### config.mk
export PLATFORM = sky130hd
export DESIGN_NAME = worst_fit_block_allocator_top
export DESIGN_NICKNAME = d
export VERILOG_FILES = /design/src/rtl/core/wfba_pkg.sv /design/src/rtl/core/wfba_ram.sv /design/src/rtl/core/wfba_ctrl.sv /design/src/rtl/core/wfba_datapath.sv /design/src/rtl/core/worst_fit_block_allocator_top.sv
export SDC_FILE = /design/constraint.sdc
export NUM_CORES = 2
export LEC_CHECK = 0
export BUFFER_PORTS_ARGS = -buffer_cell sky130_fd_sc_hd__buf_4
export CAP_MARGIN = 20
export CELL_PAD_IN_SITES_DETAIL_PLACEMENT = 0
export CELL_PAD_IN_SITES_GLOBAL_PLACEMENT = 2
export CORE_MARGIN = 3
export CORE_UTILIZATION = 25
export DETAILED_ROUTE_END_ITERATION = 7
export PLACE_DENSITY = 0.4
export SLEW_MARGIN = 20
export SYNTH_ARGS = -nofsm -noshare
export SYNTH_HDL_FRONTEND = slang
export SYNTH_HIERARCHICAL = 1
export SYNTH_SLANG_ARGS = --single-unit
### constraint.sdc
create_clock -name clk -period 10.5 [get_ports clk]
set_clock_uncertainty 0.1 [all_clocks]
set_input_delay 0.525 -clock clk [delete_from_list [all_inputs] [get_ports clk]]
set_output_delay 0.525 -clock clk [all_outputs]
set_load 0.02 [all_outputs]
### src/rtl/core/wfba_pkg.sv
// worst-fit block allocator: shared types, codes and default sizes
// used by the controller, datapath and top level; no dependencies
package wfba_pkg;

  // default sizing of the partition table
  localparam int MAX_PARTITIONS_DEF  = 128;
  localparam int SIZE_BITS_DEF       = 16;
  localparam int REQUEST_ID_BITS_DEF = 8;

  // fixed port field widths
  localparam int IN_SIZE_W  = 16;
  localparam int STATUS_W   = 2;
  localparam int OUT_IDX_W  = 7;
  localparam int OUT_REQ_W  = 8;

  typedef enum logic {
    OP_LOAD  = 1'b0,
    OP_ALLOC = 1'b1
  } opcode_t;

  typedef enum logic [STATUS_W-1:0] {
    ST_LOADED    = 2'd0,
    ST_ALLOCATED = 2'd1,
    ST_NO_FIT    = 2'd2,
    ST_FULL      = 2'd3
  } status_t;

  // controller to datapath commands
  typedef struct packed {
    logic acc_load;   // load item accepted this cycle
    logic acc_alloc;  // allocate item accepted this cycle
    logic scan_rd;    // read next table entry
    logic finish;     // close the scan, mark the winner
    logic emit;       // move pending result into output register
  } cmd_t;

  // datapath to controller status
  typedef struct packed {
    logic empty;      // no partition loaded
    logic last;       // scan pointer is at the last loaded entry
    logic out_free;   // output register can take a result
  } stat_t;

endpackage

### src/rtl/core/wfba_ram.sv
// wfba_ram: generic single write port, single read port ram
// registered read data, no reset; no dependencies
module wfba_ram #(
  parameter int WIDTH = 8,
  parameter int DEPTH = 16
) (
  input  logic                     clk,
  input  logic                     we,
  input  logic [$clog2(DEPTH)-1:0] waddr,
  input  logic [WIDTH-1:0]         wdata,
  input  logic                     re,
  input  logic [$clog2(DEPTH)-1:0] raddr,
  output logic [WIDTH-1:0]         rdata
);

  logic [WIDTH-1:0] mem_r [DEPTH];
  logic [WIDTH-1:0] rdata_r;

  // write port
  always_ff @(posedge clk) begin
    if (we) begin
      mem_r[waddr] <= wdata;
    end
  end

  // registered read port
  always_ff @(posedge clk) begin
    if (re) begin
      rdata_r <= mem_r[raddr];
    end
  end

  assign rdata = rdata_r;

endmodule

### src/rtl/core/wfba_ctrl.sv
// wfba_ctrl: sequencer for load, scan, finish and result transfer
// depends on wfba_pkg for the command and status structs
module wfba_ctrl (
  input  logic             clk,
  input  logic             rst_n,
  input  logic             in_valid,
  input  logic             in_opcode,
  output logic             in_ready,
  input  wfba_pkg::stat_t  st,
  output wfba_pkg::cmd_t   cmd
);

  typedef enum logic [2:0] {
    S_IDLE,
    S_SCAN,
    S_DRAIN,
    S_FINISH,
    S_EMIT
  } state_t;

  state_t state_r;
  state_t state_nxt;

  // commands and next state
  always_comb begin
    cmd       = '0;
    state_nxt = state_r;
    in_ready  = 1'b0;
    case (state_r)
      S_IDLE: begin
        in_ready = 1'b1;
        if (in_valid) begin
          if (in_opcode == wfba_pkg::OP_ALLOC) begin
            cmd.acc_alloc = 1'b1;
            state_nxt     = st.empty ? S_EMIT : S_SCAN;
          end else begin
            cmd.acc_load = 1'b1;
            state_nxt    = S_EMIT;
          end
        end
      end
      S_SCAN: begin
        cmd.scan_rd = 1'b1;
        if (st.last) begin
          state_nxt = S_DRAIN;
        end
      end
      S_DRAIN: begin
        // last entry is compared in this cycle
        state_nxt = S_FINISH;
      end
      S_FINISH: begin
        cmd.finish = 1'b1;
        state_nxt  = S_EMIT;
      end
      S_EMIT: begin
        if (st.out_free) begin
          cmd.emit  = 1'b1;
          state_nxt = S_IDLE;
        end
      end
      default: begin
        state_nxt = S_IDLE;
      end
    endcase
  end

  // state register
  always_ff @(posedge clk) begin
    if (!rst_n) begin
      state_r <= S_IDLE;
    end else begin
      state_r <= state_nxt;
    end
  end

  // a scan never starts on an empty table
  a_scan_nonempty: assert property (@(posedge clk) disable iff (!rst_n)
    state_r == S_SCAN |-> !st.empty)
    else $error("scan running on an empty table");

  // one item in flight: no input taken right after a transfer in
  a_one_item: assert property (@(posedge clk) disable iff (!rst_n)
    in_valid && in_ready |=> !in_ready)
    else $error("input taken while an item is in flight");

endmodule

### src/rtl/core/wfba_datapath.sv
// wfba_datapath: partition table, counters, worst-fit compare and result registers
// depends on wfba_pkg and wfba_ram
module wfba_datapath #(
  parameter int MAX_PARTITIONS  = wfba_pkg::MAX_PARTITIONS_DEF,
  parameter int SIZE_BITS       = wfba_pkg::SIZE_BITS_DEF,
  parameter int REQUEST_ID_BITS = wfba_pkg::REQUEST_ID_BITS_DEF
) (
  input  logic                               clk,
  input  logic                               rst_n,
  input  wfba_pkg::cmd_t                     cmd,
  output wfba_pkg::stat_t                    st,
  input  logic [wfba_pkg::IN_SIZE_W-1:0]     in_size_value,
  input  logic                               out_ready,
  output logic                               out_valid,
  output logic [wfba_pkg::STATUS_W-1:0]      out_status,
  output logic [wfba_pkg::OUT_IDX_W-1:0]     out_block_index,
  output logic [wfba_pkg::OUT_REQ_W-1:0]     out_request_index
);

  localparam int IDX_W  = $clog2(MAX_PARTITIONS);
  localparam int CNT_W  = $clog2(MAX_PARTITIONS + 1);
  localparam int REQ_W  = REQUEST_ID_BITS;
  localparam int WORD_W = REQ_W + 1 + SIZE_BITS;
  localparam int OIW    = wfba_pkg::OUT_IDX_W;
  localparam int ORW    = wfba_pkg::OUT_REQ_W;
  localparam int ISW    = wfba_pkg::IN_SIZE_W;

  // input size cut or widened to the table width
  logic [SIZE_BITS+ISW-1:0] size_ext;
  logic [SIZE_BITS-1:0]     in_size;

  logic [CNT_W-1:0]     loaded_cnt_r;
  logic [CNT_W-1:0]     last_cnt;
  logic                 full;
  logic [IDX_W-1:0]     load_idx;
  logic [REQ_W-1:0]     req_cnt_r;
  logic [REQ_W-1:0]     req_r;
  logic [SIZE_BITS-1:0] need_r;
  logic [IDX_W-1:0]     scan_idx_r;
  logic                 cmp_valid_r;
  logic [IDX_W-1:0]     cmp_idx_r;
  logic                 found_r;
  logic [SIZE_BITS-1:0] best_size_r;
  logic [IDX_W-1:0]     best_idx_r;
  logic                 hit;

  wfba_pkg::status_t    res_status_r;
  logic [IDX_W-1:0]     res_idx_r;
  logic [REQ_W-1:0]     res_req_r;

  logic                 out_valid_r;
  logic [wfba_pkg::STATUS_W-1:0] out_status_r;
  logic [OIW-1:0]       out_idx_r;
  logic [ORW-1:0]       out_req_r;
  logic [IDX_W+OIW-1:0] idx_ext;
  logic [REQ_W+ORW-1:0] req_ext;

  logic                 ram_we;
  logic [IDX_W-1:0]     ram_waddr;
  logic [WORD_W-1:0]    ram_wdata;
  logic [WORD_W-1:0]    ram_rdata;
  logic [SIZE_BITS-1:0] entry_size;
  logic                 entry_used;

  assign size_ext = {{SIZE_BITS{1'b0}}, in_size_value};
  assign in_size  = size_ext[SIZE_BITS-1:0];

  assign full     = loaded_cnt_r == CNT_W'(MAX_PARTITIONS);
  assign load_idx = loaded_cnt_r[IDX_W-1:0];
  assign last_cnt = loaded_cnt_r - CNT_W'(1);

  // status to the controller
  assign st.empty    = loaded_cnt_r == '0;
  assign st.last     = scan_idx_r == last_cnt[IDX_W-1:0];
  assign st.out_free = !out_valid_r || out_ready;

  // table word: {owner, used, size}
  assign entry_size = ram_rdata[SIZE_BITS-1:0];
  assign entry_used = ram_rdata[SIZE_BITS];

  // table write: append on load, mark winner on finish
  always_comb begin
    ram_we    = 1'b0;
    ram_waddr = load_idx;
    ram_wdata = {{REQ_W{1'b0}}, 1'b0, in_size};
    if (cmd.acc_load && !full) begin
      ram_we = 1'b1;
    end else if (cmd.finish && found_r) begin
      ram_we    = 1'b1;
      ram_waddr = best_idx_r;
      ram_wdata = {req_r, 1'b1, best_size_r};
    end
  end

  wfba_ram #(
    .WIDTH (WORD_W),
    .DEPTH (MAX_PARTITIONS)
  ) u_table (
    .clk   (clk),
    .we    (ram_we),
    .waddr (ram_waddr),
    .wdata (ram_wdata),
    .re    (cmd.scan_rd),
    .raddr (scan_idx_r),
    .rdata (ram_rdata)
  );

  // worst-fit compare; strict greater keeps the lowest index on ties
  assign hit = cmp_valid_r && !entry_used && (entry_size >= need_r)
               && (!found_r || (entry_size > best_size_r));

  // counters and scan control
  always_ff @(posedge clk) begin
    if (!rst_n) begin
      loaded_cnt_r <= '0;
      req_cnt_r    <= '0;
      cmp_valid_r  <= 1'b0;
      found_r      <= 1'b0;
      scan_idx_r   <= '0;
    end else begin
      cmp_valid_r <= cmd.scan_rd;
      if (cmd.acc_load && !full) begin
        loaded_cnt_r <= loaded_cnt_r + CNT_W'(1);
      end
      if (cmd.acc_alloc) begin
        req_cnt_r  <= req_cnt_r + REQ_W'(1);
        scan_idx_r <= '0;
        found_r    <= 1'b0;
      end else begin
        if (cmd.scan_rd) begin
          scan_idx_r <= scan_idx_r + IDX_W'(1);
        end
        if (hit) begin
          found_r <= 1'b1;
        end
      end
    end
  end

  // request payload and best candidate
  always_ff @(posedge clk) begin
    if (cmd.acc_alloc) begin
      req_r  <= req_cnt_r;
      need_r <= in_size;
    end
    if (cmd.scan_rd) begin
      cmp_idx_r <= scan_idx_r;
    end
    if (hit) begin
      best_size_r <= entry_size;
      best_idx_r  <= cmp_idx_r;
    end
  end

  // pending result
  always_ff @(posedge clk) begin
    if (cmd.acc_load) begin
      res_status_r <= full ? wfba_pkg::ST_FULL : wfba_pkg::ST_LOADED;
      res_idx_r    <= full ? '0 : load_idx;
      res_req_r    <= '0;
    end else if (cmd.acc_alloc) begin
      res_status_r <= wfba_pkg::ST_NO_FIT;
      res_idx_r    <= '0;
      res_req_r    <= req_cnt_r;
    end else if (cmd.finish && found_r) begin
      res_status_r <= wfba_pkg::ST_ALLOCATED;
      res_idx_r    <= best_idx_r;
    end
  end

  assign idx_ext = {{OIW{1'b0}}, res_idx_r};
  assign req_ext = {{ORW{1'b0}}, res_req_r};

  // output register, decoupled from the scan
  always_ff @(posedge clk) begin
    if (!rst_n) begin
      out_valid_r <= 1'b0;
    end else if (cmd.emit) begin
      out_valid_r <= 1'b1;
    end else if (out_ready) begin
      out_valid_r <= 1'b0;
    end
  end

  always_ff @(posedge clk) begin
    if (cmd.emit) begin
      out_status_r <= res_status_r;
      out_idx_r    <= idx_ext[OIW-1:0];
      out_req_r    <= req_ext[ORW-1:0];
    end
  end

  assign out_valid         = out_valid_r;
  assign out_status        = out_status_r;
  assign out_block_index   = out_idx_r;
  assign out_request_index = out_req_r;

  // fill count never passes the table depth
  a_cnt_bound: assert property (@(posedge clk) disable iff (!rst_n)
    loaded_cnt_r <= CNT_W'(MAX_PARTITIONS))
    else $error("loaded count beyond table depth");

  // a chosen partition always covers the request
  a_winner_fits: assert property (@(posedge clk) disable iff (!rst_n)
    cmd.finish && found_r |-> best_size_r >= need_r)
    else $error("winner smaller than request");

  // request number advances by one per allocate transfer
  a_req_step: assert property (@(posedge clk) disable iff (!rst_n)
    cmd.acc_alloc |=> req_cnt_r == $past(req_cnt_r) + REQ_W'(1))
    else $error("request counter step wrong");

  // result is never dropped while the output waits
  a_no_overwrite: assert property (@(posedge clk) disable iff (!rst_n)
    cmd.emit |-> !out_valid_r || out_ready)
    else $error("pending output overwritten");

endmodule

### src/rtl/core/worst_fit_block_allocator_top.sv
// worst_fit_block_allocator_top: worst-fit partition allocator top level
// depends on wfba_pkg, wfba_ctrl, wfba_datapath (which holds wfba_ram)
//
//   channel  | signals                                  | direction
//   ---------+------------------------------------------+----------
//   in       | in_valid, in_ready, in_opcode,           | sink
//            | in_size_value                            |
//   out      | out_valid, out_ready, out_status,        | source
//            | out_block_index, out_request_index       |
//
// a load goes from transfer in straight to the emit state; an allocate runs
// the scan, then the drain and finish states (an empty table goes straight to
// emit); the scan reads one table entry per cycle from the single-read-port
// partition ram; a result still held in the output register adds its wait.
// one item is in work at a time; the result sits in an output register, so
// a new item is taken while the previous result waits for out_ready.
// reset clears the counters and control only; the table needs no clearing
// pass, since only loaded entries are ever read.
module worst_fit_block_allocator_top #(
  parameter int MAX_PARTITIONS  = wfba_pkg::MAX_PARTITIONS_DEF,
  parameter int SIZE_BITS       = wfba_pkg::SIZE_BITS_DEF,
  parameter int REQUEST_ID_BITS = wfba_pkg::REQUEST_ID_BITS_DEF
) (
  input  logic                               clk,
  input  logic                               rst_n,
  input  logic                               in_valid,
  output logic                               in_ready,
  input  logic                               in_opcode,
  input  logic [wfba_pkg::IN_SIZE_W-1:0]     in_size_value,
  output logic                               out_valid,
  input  logic                               out_ready,
  output logic [wfba_pkg::STATUS_W-1:0]      out_status,
  output logic [wfba_pkg::OUT_IDX_W-1:0]     out_block_index,
  output logic [wfba_pkg::OUT_REQ_W-1:0]     out_request_index
);

  wfba_pkg::cmd_t  cmd;
  wfba_pkg::stat_t st;

  // sequencer
  wfba_ctrl u_ctrl (
    .clk       (clk),
    .rst_n     (rst_n),
    .in_valid  (in_valid),
    .in_opcode (in_opcode),
    .in_ready  (in_ready),
    .st        (st),
    .cmd       (cmd)
  );

  // table, counters and result path
  wfba_datapath #(
    .MAX_PARTITIONS  (MAX_PARTITIONS),
    .SIZE_BITS       (SIZE_BITS),
    .REQUEST_ID_BITS (REQUEST_ID_BITS)
  ) u_datapath (
    .clk               (clk),
    .rst_n             (rst_n),
    .cmd               (cmd),
    .st                (st),
    .in_size_value     (in_size_value),
    .out_ready         (out_ready),
    .out_valid         (out_valid),
    .out_status        (out_status),
    .out_block_index   (out_block_index),
    .out_request_index (out_request_index)
  );

endmodule

==> flow_metrics.tcl <==
set metrics [dict create \
    status "complete, no violations" \
    synth_area_per_cell_um2 23.64 \
    first_global_vias 41500 \
    hold_violations 0 \
    route.antenna.remaining_nets 0 \
    cp_slowest_cell "nor2_2" \
    setup-violations-final 0 \
    critical_path_sink_type "flop" \
    wirelength_um 279600 \
    clock_tree.htree_level_count 5 \
    min_path_type "input port to flop" \
    die_x_um 603.3 \
    detailedPlacementHpwl_um 171300 \
    syn-instance-count 3773 \
    detail_route.iter0.violations 3641 \
    syn_to_final_growth_pct 17.15 \
    share_of_post_route_cells_with_drive_strength_above_1 0.3385 \
    rsz0062_at_grt "false" \
    cts_sinks 2302 \
    worstPathCellList "inv_1 > ha_1 > nor3b_4 > a41oi_4 > nor2_8 > buf_4 > mux2_2 > nor2b_1 > nand3_4 > nor2_2" \
    largest_net_degree_at_the_start_of_global_routing 129 \
    final_cell_mix "edfxtp_1 (2265), mux4_2 (714), clkbuf_16 (283)" \
    grt_antenna_before_repair 71 \
    fmax_ghz 0.1616 \
    cp_max_fo 60 \
    fin_setup_tns_ns 0 \
    fin_cells 8881 \
    wire_length_of_the_first_global_routing_pass_um 379900 \
    clkLatencyLatePin_ns 0.87 \
    report.final.slew_viol_count 0 \
    min_path_cells 5 \
    measured_slew_at_the_worst_slew_check_pin_ns 1.131 \
    port-buffer-count 39 \
    syn-cell-area_mm2 0.08918 \
    cts.path.max_buffers 4 \
    globalRouteTotalUtil 0.1521 \
    initial_utilization 0.2521 \
    final_common_cell "edfxtp_1" \
    worst-endpoint-required_ns 10.88 \
    dieArea_mm2 0.3639 \
    synth-warning-count 6 \
    area_of_the_core_mm2 0.3538 \
    finalWeightedCongestion 0.7330 \
    layout_worst_path_cycle_share 0.5894 \
    irDropWorstVdd_mv 0.09929 \
    dr_total_vias 40210 \
    fin_util 0.2953 \
    place.detailed.instances 8366 \
    fp.dieH_um 603.3 \
    postLayoutSetupSlackWorst_ns 4.311 \
    period_needed_ns 6.189 \
    worst_setup_hold_path_clk_slew_ns 0.06 \
    drc 0 \
    pwr_density_cell_mw_per_mm2 189.1 \
    max_capacitance_violation_count 0 \
    crit_arrival_ns 6.57 \
    worst_path_largest_cell_delay_ns 1.16 \
    final_net_count 3993 \
    cts_made_buffers 270 \
    placement_rows 218 \
    pre_cts_ws_ns 4.093 \
    worst-r2r-cell-count 10 \
    clk_root_buffer_cell "clkbuf_16" \
    postCtsSetupRepairBufs 0 \
    worstSetupPathType "flop to flop" \
    critical_path.startpoint_type "flop" \
    grt_remaining_overflow 0 \
    top_level_ports 40 \
    leakage_nw 30.20 \
    mappedNetlistNets 3830 \
    vias_per_cell 4.527 \
    tritoncts "built" \
    wire_length_per_cell_um 31.48 \
    first_pass_iters 7 \
    slew_headroom 0.2450 \
]
cell type report:
class                      count  area (µm²)
fill                       34090      249300
sequential                  2302       68780
multi-input combinational   1164       19770
clock buffer                 343        7327
tap                         4730        5918
timing repair buffer         157        1358
clock inverter               129        1131
inverter                      41       153.9
antenna                       15       37.54
state kept, by name, indices dropped and copies added, names as in the netlist, 2 cells and up:
signal                        cells
u_datapath/out_request_index      8
u_datapath/res_req_r              8
u_datapath/loaded_cnt_r           8
u_datapath/need_r                16
u_datapath/res_idx_r              7
u_datapath/out_status             2
u_datapath/cmp_idx_r              7
u_ctrl/state_r                    3
u_datapath/out_block_index        7
u_datapath/req_cnt_r              8
u_datapath/res_status_r           2
u_datapath/scan_idx_r             7
u_datapath/u_table/rdata         17
u_datapath/best_idx_r             7
u_datapath/u_table/mem_r       2176
u_datapath/best_size_r           16
stage by stage:
step           hold WS [ns]  area [µm²]  total power [mW]
6_report             0.1103      104500             19.76
5_1_grt             0.07853      104400             20.50
4_1_cts             0.01073      104200             20.14
3_5_place_dp         0.3084       95490             10.84
3_3_place_gp         0.3062       95390             10.84
2_1_floorplan        0.3003       89180             10.55
critical path: cells and delay by family, from the launching register on:
family          cells  cell delay [ns]
simple gates        5             3.18
buf+inv             2             0.90
compound gates      1             0.30
mux                 1             0.54
fa+ha+maj           1             0.26
flops               1             0.40
worst paths after layout:
path         slack [ns]                          endpoint                       start
max reg2reg        4.31  u_datapath/u_table/mem_r[109][0]  u_datapath/loaded_cnt_r[0]
min reg2reg        0.32          u_datapath/best_idx_r[5]     u_datapath/cmp_idx_r[5]
min                0.11           u_datapath/res_req_r[4]                    in_valid
max                4.31  u_datapath/u_table/mem_r[109][0]  u_datapath/loaded_cnt_r[0]
what timing repair did:
action	4_1_cts	5_1_grt
resized for setup	0	0
hold buffers	23	0
hold endpoints to repair	45	0
power by group:
group | internal (mW) | total [mW] | switching, mW | leakage [nW]
sequential | 10.1 | 10.1 | 0.0167 | 20.5
clock | 5.37 | 9.13 | 3.76 | 4.10
combinational | 0.137 | 0.506 | 0.369 | 5.58
routing by layer:
layer	global-route usage	share of wire	vias up
li1	-	-	16380
met1	0.2315	0.48	22450
met2	0.2309	0.45	1094
met3	0.02276	0.051	282
met4	0.02797	0.018	0
met5	0	0	-
Power figures use the tool's default switching activity.
